## config.mk

```make
export PLATFORM = sky130hd
export DESIGN_NAME = http_response_header_parser_top
export DESIGN_NICKNAME = d
export VERILOG_FILES = /design/src/rtl/hrp_pkg.sv /design/src/rtl/hrp_front.sv /design/src/rtl/hrp_fifo.sv /design/src/rtl/hrp_back.sv /design/src/rtl/http_response_header_parser_top.sv
export SDC_FILE = /design/constraint.sdc
export NUM_CORES = 1
export LEC_CHECK = 0
export ABC_AREA = 0
export BUFFER_PORTS_ARGS = -buffer_cell sky130_fd_sc_hd__buf_4
export CAP_MARGIN = 25
export CORE_MARGIN = 2
export CORE_UTILIZATION = 36
export CTS_CLUSTER_SIZE = 8
export DETAILED_ROUTE_END_ITERATION = 8
export PLACE_DENSITY = 0.59
export SLEW_MARGIN = 20
export SYNTH_ARGS = -nofsm -noshare
export SYNTH_HDL_FRONTEND = slang
export SYNTH_SLANG_ARGS = --single-unit
```

## constraint.sdc

```tcl
create_clock -name i_clk -period 14.1 [get_ports i_clk]
set_input_delay 1.41 -clock i_clk [delete_from_list [all_inputs] [get_ports i_clk]]
set_output_delay 1.41 -clock i_clk [all_outputs]
set_load 0.005 [all_outputs]
```

## src/rtl/hrp_pkg.sv

```systemverilog
// ----------------------------------------------------------------------------
// hrp_pkg
// Types and constants of the HTTP response header parser.
// ----------------------------------------------------------------------------
package hrp_pkg;

    localparam int LINE_LIMIT_DEF  = 511;
    localparam int QUEUE_DEPTH_DEF = 4;

    typedef enum logic [2:0] {
        PH_STATUS,
        PH_NAME,
        PH_VALUE,
        PH_BODY,
        PH_BAD
    } t_phase;

    localparam logic [2:0] KIND_NAME    = 3'd0;
    localparam logic [2:0] KIND_VALUE   = 3'd1;
    localparam logic [2:0] KIND_BODY    = 3'd2;
    localparam logic [2:0] KIND_HDR_END = 3'd3;
    localparam logic [2:0] KIND_MSG_END = 3'd4;

    localparam logic [1:0] ST_COMPLETE = 2'd0;
    localparam logic [1:0] ST_UNTERM   = 2'd1;
    localparam logic [1:0] ST_BAD      = 2'd2;

    localparam logic [7:0] CHAR_CR    = 8'h0D;
    localparam logic [7:0] CHAR_LF    = 8'h0A;
    localparam logic [7:0] CHAR_COLON = 8'h3A;
    localparam logic [7:0] CHAR_SPACE = 8'h20;
    localparam logic [7:0] UPPER_A    = 8'h41;
    localparam logic [7:0] UPPER_Z    = 8'h5A;
    localparam logic [7:0] CASE_SHIFT = 8'h20;

    // "HTTP", element 0 first
    localparam logic [3:0][7:0] STATUS_PREFIX = {8'h50, 8'h54, 8'h54, 8'h48};

    typedef struct packed {
        logic [7:0] byte_in;
        logic       end_of_message;
    } t_in_word;

    typedef struct packed {
        logic [2:0] kind;
        logic [7:0] byte_out;
        logic [1:0] status;
        logic       run_last;
    } t_out_word;

    typedef struct packed {
        logic [2:0] kind;
        logic [7:0] byte_out;
        logic [1:0] status;
    } t_res;

    // results of one input word, packed from slot 0
    typedef struct packed {
        logic [1:0]      cnt;
        t_res [2:0]      res;
    } t_bundle;

endpackage

```

## src/rtl/hrp_front.sv

```systemverilog
// ----------------------------------------------------------------------------
// hrp_front
// Parser state machine: takes one byte a cycle while the queue accepts bundles, emits a bundle of results.
// ----------------------------------------------------------------------------
module hrp_front import hrp_pkg::*; #(
    parameter int LINE_LIMIT = LINE_LIMIT_DEF
) (
    input  logic     i_clk,
    input  logic     i_rst_n,
    input  logic     i_in_valid,
    output logic     o_in_ready,
    input  t_in_word i_in_word,
    output logic     o_push_valid,
    input  logic     i_push_ready,
    output t_bundle  o_push_data
);

    localparam int LEN_W = $clog2(LINE_LIMIT + 1);

    typedef struct packed {
        t_phase           phase;
        logic [LEN_W-1:0] len;
        logic             skip;
    } t_lstate;

    typedef struct packed {
        t_lstate st;
        logic    emit;
        t_res    res;
    } t_lbres;

    function automatic t_lbres line_byte(input t_lstate s, input logic [7:0] b);
        t_lbres r;
        r      = '0;
        r.st   = s;
        if (s.len < LEN_W'(LINE_LIMIT)) begin
            case (s.phase)
                PH_STATUS: begin
                    if (s.len < LEN_W'(4) && b != STATUS_PREFIX[s.len[1:0]]) begin
                        r.st.phase = PH_BAD;
                        r.st.len   = '0;
                    end else begin
                        r.st.len = s.len + LEN_W'(1);
                    end
                end
                PH_NAME: begin
                    r.st.len = s.len + LEN_W'(1);
                    if (b == CHAR_COLON) begin
                        r.st.phase = PH_VALUE;
                        r.st.skip  = 1'b1;
                    end else begin
                        r.emit         = 1'b1;
                        r.res.kind     = KIND_NAME;
                        r.res.byte_out = (b >= UPPER_A && b <= UPPER_Z) ? b + CASE_SHIFT : b;
                    end
                end
                PH_VALUE: begin
                    r.st.len  = s.len + LEN_W'(1);
                    r.st.skip = 1'b0;
                    if (!(s.skip && b == CHAR_SPACE)) begin
                        r.emit         = 1'b1;
                        r.res.kind     = KIND_VALUE;
                        r.res.byte_out = b;
                    end
                end
                default: ;
            endcase
        end
        return r;
    endfunction

    function automatic t_lbres line_end(input t_lstate s);
        t_lbres r;
        r = '0;
        if (s.phase == PH_STATUS) begin
            r.st.phase = (s.len < LEN_W'(4)) ? PH_BAD : PH_NAME;
        end else if (s.len == '0) begin
            r.st.phase = PH_BODY;
        end else begin
            r.emit     = 1'b1;
            r.res.kind = KIND_HDR_END;
            r.st.phase = PH_NAME;
        end
        return r;
    endfunction

    function automatic logic in_line(input t_phase p);
        return p == PH_STATUS || p == PH_NAME || p == PH_VALUE;
    endfunction

    t_phase           r_phase, n_phase;
    logic [LEN_W-1:0] r_len, n_len;
    logic             r_skip, n_skip;
    logic             r_cr, n_cr;

    t_lstate s0, s1, s2;
    t_lbres  lb_cr, lb_end, lb_b;
    logic    v_a, v_b, v_c, consumed, accept;
    t_res    res_a, res_b, res_c;
    logic [1:0] cnt;

    always_ff @(posedge i_clk) begin
        if (!i_rst_n) begin
            r_phase <= PH_STATUS;
            r_len   <= '0;
            r_skip  <= 1'b0;
            r_cr    <= 1'b0;
        end else begin
            r_phase <= n_phase;
            r_len   <= n_len;
            r_skip  <= n_skip;
            r_cr    <= n_cr;
        end
    end

    always_comb begin
        accept   = i_in_valid && i_push_ready;
        s0       = '{phase: r_phase, len: r_len, skip: r_skip};
        lb_cr    = line_byte(s0, CHAR_CR);
        lb_end   = line_end(s0);
        v_a      = 1'b0;
        v_b      = 1'b0;
        res_a    = '0;
        res_b    = '0;
        consumed = 1'b0;
        s1       = s0;
        n_cr     = r_cr;

        if (r_phase == PH_BODY) begin
            v_a            = 1'b1;
            res_a.kind     = KIND_BODY;
            res_a.byte_out = i_in_word.byte_in;
        end else if (in_line(r_phase)) begin
            if (r_cr) begin
                n_cr = 1'b0;
                if (i_in_word.byte_in == CHAR_LF) begin
                    s1       = lb_end.st;
                    v_a      = lb_end.emit;
                    res_a    = lb_end.res;
                    consumed = 1'b1;
                end else begin
                    s1    = lb_cr.st;
                    v_a   = lb_cr.emit;
                    res_a = lb_cr.res;
                end
            end
        end else begin
            n_cr = 1'b0;
        end

        lb_b = line_byte(s1, i_in_word.byte_in);
        s2   = s1;
        if (in_line(r_phase) && !consumed && in_line(s1.phase)) begin
            if (i_in_word.byte_in == CHAR_CR && !i_in_word.end_of_message) begin
                n_cr = 1'b1;
            end else begin
                s2    = lb_b.st;
                v_b   = lb_b.emit;
                res_b = lb_b.res;
            end
        end

        v_c        = i_in_word.end_of_message;
        res_c      = '0;
        res_c.kind = KIND_MSG_END;
        if (s2.phase == PH_BODY) begin
            res_c.status = ST_COMPLETE;
        end else if (s2.phase == PH_NAME || s2.phase == PH_VALUE) begin
            res_c.status = ST_UNTERM;
        end else begin
            res_c.status = ST_BAD;
        end

        n_phase = r_phase;
        n_len   = r_len;
        n_skip  = r_skip;
        if (!accept) begin
            n_cr = r_cr;
        end else if (i_in_word.end_of_message) begin
            n_phase = PH_STATUS;
            n_len   = '0;
            n_skip  = 1'b0;
            n_cr    = 1'b0;
        end else begin
            n_phase = s2.phase;
            n_len   = s2.len;
            n_skip  = s2.skip;
        end

        cnt = 2'({1'b0, v_a} + {1'b0, v_b} + {1'b0, v_c});
        o_push_data.cnt    = cnt;
        o_push_data.res[0] = v_a ? res_a : (v_b ? res_b : res_c);
        o_push_data.res[1] = (v_a && v_b) ? res_b : res_c;
        o_push_data.res[2] = res_c;
        o_push_valid       = accept && (cnt != 2'd0);
        o_in_ready         = i_push_ready;
    end

endmodule

```

## src/rtl/hrp_fifo.sv

```systemverilog
// ----------------------------------------------------------------------------
// hrp_fifo
// Short queue of result bundles between parser and serialiser.
// ----------------------------------------------------------------------------
module hrp_fifo import hrp_pkg::*; #(
    parameter int DEPTH = QUEUE_DEPTH_DEF
) (
    input  logic    i_clk,
    input  logic    i_rst_n,
    input  logic    i_push_valid,
    output logic    o_push_ready,
    input  t_bundle i_push_data,
    output logic    o_pop_valid,
    input  logic    i_pop,
    output t_bundle o_pop_data
);

    localparam int PTR_W = (DEPTH > 1) ? $clog2(DEPTH) : 1;
    localparam int CNT_W = $clog2(DEPTH + 1);

    t_bundle          r_mem [DEPTH];
    logic [PTR_W-1:0] r_wr, n_wr, r_rd, n_rd;
    logic [CNT_W-1:0] r_cnt, n_cnt;
    logic             push, pop;

    always_comb begin
        o_push_ready = r_cnt != CNT_W'(DEPTH);
        o_pop_valid  = r_cnt != '0;
        o_pop_data   = r_mem[r_rd];
        push         = i_push_valid && o_push_ready;
        pop          = i_pop && o_pop_valid;
        n_wr         = r_wr;
        n_rd         = r_rd;
        n_cnt        = r_cnt;
        if (push) begin
            n_wr = (r_wr == PTR_W'(DEPTH - 1)) ? '0 : r_wr + PTR_W'(1);
        end
        if (pop) begin
            n_rd = (r_rd == PTR_W'(DEPTH - 1)) ? '0 : r_rd + PTR_W'(1);
        end
        if (push && !pop) begin
            n_cnt = r_cnt + CNT_W'(1);
        end else if (pop && !push) begin
            n_cnt = r_cnt - CNT_W'(1);
        end
    end

    always_ff @(posedge i_clk) begin
        if (!i_rst_n) begin
            r_wr  <= '0;
            r_rd  <= '0;
            r_cnt <= '0;
        end else begin
            r_wr  <= n_wr;
            r_rd  <= n_rd;
            r_cnt <= n_cnt;
        end
    end

    always_ff @(posedge i_clk) begin
        if (push) begin
            r_mem[r_wr] <= i_push_data;
        end
    end

endmodule

```

## src/rtl/hrp_back.sv

```systemverilog
// ----------------------------------------------------------------------------
// hrp_back
// Serialiser: sends the results of each bundle one word a cycle while the output is not stalled.
// ----------------------------------------------------------------------------
module hrp_back import hrp_pkg::*; (
    input  logic      i_clk,
    input  logic      i_rst_n,
    input  logic      i_pop_valid,
    output logic      o_pop,
    input  t_bundle   i_pop_data,
    output logic      o_out_valid,
    input  logic      i_out_ready,
    output t_out_word o_out_word
);

    logic [1:0] r_idx, n_idx;
    logic       r_valid, n_valid;
    t_out_word  r_out, n_out;
    logic       load, last;
    t_res       sel;

    always_comb begin
        case (r_idx)
            2'd0:    sel = i_pop_data.res[0];
            2'd1:    sel = i_pop_data.res[1];
            default: sel = i_pop_data.res[2];
        endcase
        load    = i_pop_valid && (!r_valid || i_out_ready);
        last    = r_idx == i_pop_data.cnt - 2'd1;
        o_pop   = load && last;
        n_idx   = r_idx;
        n_valid = r_valid && !i_out_ready;
        n_out   = r_out;
        if (load) begin
            n_valid = 1'b1;
            n_out   = '{kind: sel.kind, byte_out: sel.byte_out,
                        status: sel.status, run_last: last};
            n_idx   = last ? 2'd0 : r_idx + 2'd1;
        end
        o_out_valid = r_valid;
        o_out_word  = r_out;
    end

    always_ff @(posedge i_clk) begin
        if (!i_rst_n) begin
            r_idx   <= 2'd0;
            r_valid <= 1'b0;
        end else begin
            r_idx   <= n_idx;
            r_valid <= n_valid;
        end
    end

    always_ff @(posedge i_clk) begin
        r_out <= n_out;
    end

endmodule

```

## src/rtl/http_response_header_parser_top.sv

```systemverilog
// ----------------------------------------------------------------------------
// http_response_header_parser_top
// HTTP response header parser: byte stream in, classified result words out.
//
//   channel | handshake                | payload
//   in      | i_in_valid / o_in_ready   | i_in_word  (byte, end of message)
//   out     | o_out_valid / i_out_ready | o_out_word (kind, byte, status, last)
//
// One input byte a cycle while the bundle queue has room; the parser updates its state in that cycle.
// A byte giving k results (0 to 3) holds the serialiser for k output words;
// the bundle queue (QUEUE_DEPTH entries) absorbs short bursts.
// First result is offered once its bundle has passed the queue and the serialiser register.
// Synchronous active-low reset; either side may stall independently.
// ----------------------------------------------------------------------------
module http_response_header_parser_top import hrp_pkg::*; #(
    parameter int LINE_LIMIT  = LINE_LIMIT_DEF,
    parameter int QUEUE_DEPTH = QUEUE_DEPTH_DEF
) (
    input  logic      i_clk,
    input  logic      i_rst_n,
    input  logic      i_in_valid,
    output logic      o_in_ready,
    input  t_in_word  i_in_word,
    output logic      o_out_valid,
    input  logic      i_out_ready,
    output t_out_word o_out_word
);

    logic    push_valid, push_ready, pop_valid, pop;
    t_bundle push_data, pop_data;

    hrp_front #(.LINE_LIMIT(LINE_LIMIT)) u_front (
        .i_clk        (i_clk),
        .i_rst_n      (i_rst_n),
        .i_in_valid   (i_in_valid),
        .o_in_ready   (o_in_ready),
        .i_in_word    (i_in_word),
        .o_push_valid (push_valid),
        .i_push_ready (push_ready),
        .o_push_data  (push_data)
    );

    hrp_fifo #(.DEPTH(QUEUE_DEPTH)) u_fifo (
        .i_clk        (i_clk),
        .i_rst_n      (i_rst_n),
        .i_push_valid (push_valid),
        .o_push_ready (push_ready),
        .i_push_data  (push_data),
        .o_pop_valid  (pop_valid),
        .i_pop        (pop),
        .o_pop_data   (pop_data)
    );

    hrp_back u_back (
        .i_clk       (i_clk),
        .i_rst_n     (i_rst_n),
        .i_pop_valid (pop_valid),
        .o_pop       (pop),
        .i_pop_data  (pop_data),
        .o_out_valid (o_out_valid),
        .i_out_ready (i_out_ready),
        .o_out_word  (o_out_word)
    );

endmodule

```

==> reports/qor.yml <==
max_freq_mhz: 176
grt_max_degree: 30
synth_edf_count: 130
synth-simple-area-share: 0.135
rsz0062_at_grt: "no"
multiInputGateArea_sq_um: 2850
crit_arrival_ns: 6.04
hold_violations: 0
synth_area_sq_um: 7490
synth_top_family_by_area: "simple AND/OR/NAND/NOR gates"
fp.coreArea_sq_um: 20300
r2r_cells: 15
route.detailed.wl_per_inst_um: 20.4
port_buffers: 28
drive_above_1_share: 0.202
finalClockSkew_ns: 0.0111
r2r-start: "u_front.r_cr"
p_leak_nw: 2.77
synth-compound-area-share: 0.118
synth_area_leaders: "edfxtp_1, mux4_2, dfxtp_1, ha_1, nand2_1"
cts_root_buf: "clkbuf_16"
critPathMaxFanout: 13
postSynth.asyncResetShare: 0
run_status: "complete, no violations"
synthFlopType: "edfxtp_1"
p_per_area_nw_per_um2: 154
synthXorXnorAreaFrac: 0.00585
syn_nets: 577
synth_seq_cells: 156
clock_latency_ns: 0.42
drv_cap: 0
final_nets: 598
vias: 4842
first_global_vias: 5080
cts-resized-gates: 0
overflow: 0
worstHoldPathType: "reg2reg"
critPathCaptureType: "flip-flop"
cts_setup_buffers: 0
ys_seq_area_frac: 0.591
tritoncts: "done"
critPathSlowestCell: "nor4_4"
r2r-end: "u_fifo.r_cnt[2]"
clk_pin_slew_ns: 0.06
required_ns: 14.45
critPathTopFamily: "simple AND/OR/NAND/NOR gates"
syn_to_final_growth_pct: 13.8
totalWireLength_mm: 17.4
start_kind: "input port"
ant_nets: 0
clkSinkCount: 156
rows: 52
crit_buf_inv: 2
yosys.area.top_type: "edfxtp_1"
worst_pin_slew_ns: 0.852
grtUsageTotal: 0.167
firstDrtPassIters: 4
ctsHoldBuffers: 0
vias_per_cell: 5.68
slew_headroom: 0.428
synth_common_cells: "edfxtp_1, nand2_1, nor2_1"
maxSlewViolCount: 0
finalSetupTns_ns: 0
synthAdderAreaFrac: 0.0271
yosysMostFrequentCell: "edfxtp_1"
r2r_setup_slack_ns: 8.94
drt-initial-drc-count: 360
p_total_mw: 1.32
post-route-period-util: 0.404
cts_made_buffers: 17
fill_cells: 1903
drc_errors: 0
ys.warnings.count: 0
start_util: 0.369
path_cells: "buf_4, or4_4, nor4_4, a21oi_1, o2111ai_2, and2_4, nor3_1, fa_1, nor2_1, nor2_1, ha_1, inv_1, fa_1, xor2_1, or3_1, a21boi_0"
antenna_cells: 0
yosysUniqueCellTypes: 80
synth_mux_area_frac: 0.0939
h-tree-depth: 4
min-delay-start: "u_back.o_out_valid"
fp.dieArea_sq_um: 22000
ir_worst_vdd_uv: 85.0
die_w_um: 148
crit_path_start: "i_in_word[5]"
slowest_delay_ns: 0.66
finalSetupViolCount: 0
gp_congestion: 0.871
grt_pass1_wl_mm: 27.9
min_to: "u_back.o_out_valid"
final.min_clock_period_ns: 5.69
cts_buffer_depth: 2
dp_hpwl_mm: 11.6
antenna_found_initial: 0
min_path_cells: 2
die_h_um: 148
netlist.area_leader.share: 0.521
regArea_sq_um: 4430
avgSynthCellArea_sq_um: 13.6
path_class: "in2reg"
ios: 29
netlist_instances: 549
report_power, final:
group | leakage [nW] | internal (mW) | switching [mW]
Combinational | 1.11 | 0.122 | 0.132
Clock | 0.270 | 0.279 | 0.189
Sequential | 1.40 | 0.558 | 0.0358
Total | 2.77 | 0.960 | 0.357
registers in the layout, summed over array words and instances (netlist names), named ones only:
signal and flops:
u_fifo.r_rd 2, u_fifo.r_wr 2, u_front.r_len 9, u_front.r_skip 1, u_back.o_out_valid 1, u_fifo.r_cnt 3, u_front.r_phase 3, u_back.o_out_word 14
u_front.r_cr 1, u_back.r_idx 2, u_fifo.r_mem 116
placed cells by master, fill, tap and decap left out, types with 3 or more instances in the layout:
cell type / netlist / routed
o21a_1: 5 / 5
nand2_1: 39 / 39
and2_1: 16 / 12
nor4_1: 9 / 9
and3_1: 13 / 13
xnor2_1: 3 / 3
clkbuf_16: 0 / 17
or2_2: 3 / 3
nand3_1: 10 / 10
dfxtp_1: 26 / 25
mux2i_1: 5 / 5
a21o_1: 4 / 4
or3_1: 3 / 3
mux4_2: 29 / 29
ha_1: 13 / 13
nor3b_1: 5 / 5
nand4_1: 9 / 9
nor2_1: 30 / 30
a41oi_1: 7 / 7
nor3_1: 17 / 17
edfxtp_1: 130 / 130
o22ai_1: 3 / 3
nor2b_1: 8 / 8
a21boi_0: 4 / 4
buf_4: 6 / 31
o31ai_1: 4 / 4
bufinv_16: 0 / 3
and2_2: 0 / 4
o21ai_1: 5 / 5
a22o_1: 13 / 13
inv_1: 20 / 20
a31oi_1: 4 / 4
a21oi_1: 8 / 8
clkinvlp_4: 0 / 6
o21ai_0: 15 / 15
worst max-delay path by stage:
stage | to | slack, ns | cells past startpoint
CTS | u_fifo.r_cnt[2] | 8.47 | 16
detailed placement | u_fifo.r_cnt[2] | 8.02 | 16
finish | u_fifo.r_cnt[2] | 8.41 | 16
global placement | u_fifo.r_cnt[2] | 8.18 | 16
floorplan | u_fifo.r_cnt[2] | 8.67 | 17
global route | u_fifo.r_cnt[2] | 8.18 | 16
through the flow:
stage	utilization	cell area [sq um]	cells	setup slack [ns]	hold WS (ns)
floorplan	-	7490	549	8.67	0.443
global placement	0.390	7920	821	8.18	0.471
detailed placement	0.390	7930	821	8.02	0.476
CTS	0.420	8520	853	8.47	0.486
global route	0.420	8520	853	8.18	0.509
finish	0.420	8520	853	8.41	0.478
routing by layer:
metal,share of wire,vias to the layer above,track usage,wire length [um]
met5,0,-,0,0
li1,-,2225,-,-
met1,0.44,2475,0.208,7610
met3,0.030,31,0.0319,523
met2,0.51,111,0.290,8870
met4,0.021,0,0.0619,362
worst register-to-register path: stages, from the launching register on:
cell and delay, ns:
dfxtp_1 0.80, inv_1 0.25, nor4_4 0.83, a21oi_1 0.33, o2111ai_2 0.26, and2_4 0.25
nor3_1 0.08, fa_1 0.60, nor2_1 0.06, nor2_1 0.32, ha_1 0.27, inv_1 0.06
fa_1 0.38, xor2_1 0.16, or3_1 0.30, a21boi_0 0.15
cell families (layout without fill, tap and decap cells):
logic type      Yosys count  after routing
flops                   156            156
buf+inv                  49             83
xor+xnor                  5              5
simple gates            181            181
compound gates          109            109
fa+ha+maj                15             15
mux                      34             34
layout make-up:
cell class | count | share of cell area
Multi-Input combinational cell | 344 | 0.335
Tap cell | 270 | 0.0396
Timing Repair Buffer | 31 | 0.0273
Clock inverter | 13 | 0.0194
Clock buffer | 19 | 0.0508
Inverter | 20 | 0.00881
Sequential cell | 156 | 0.520
(Power assumes the default switching activity.)
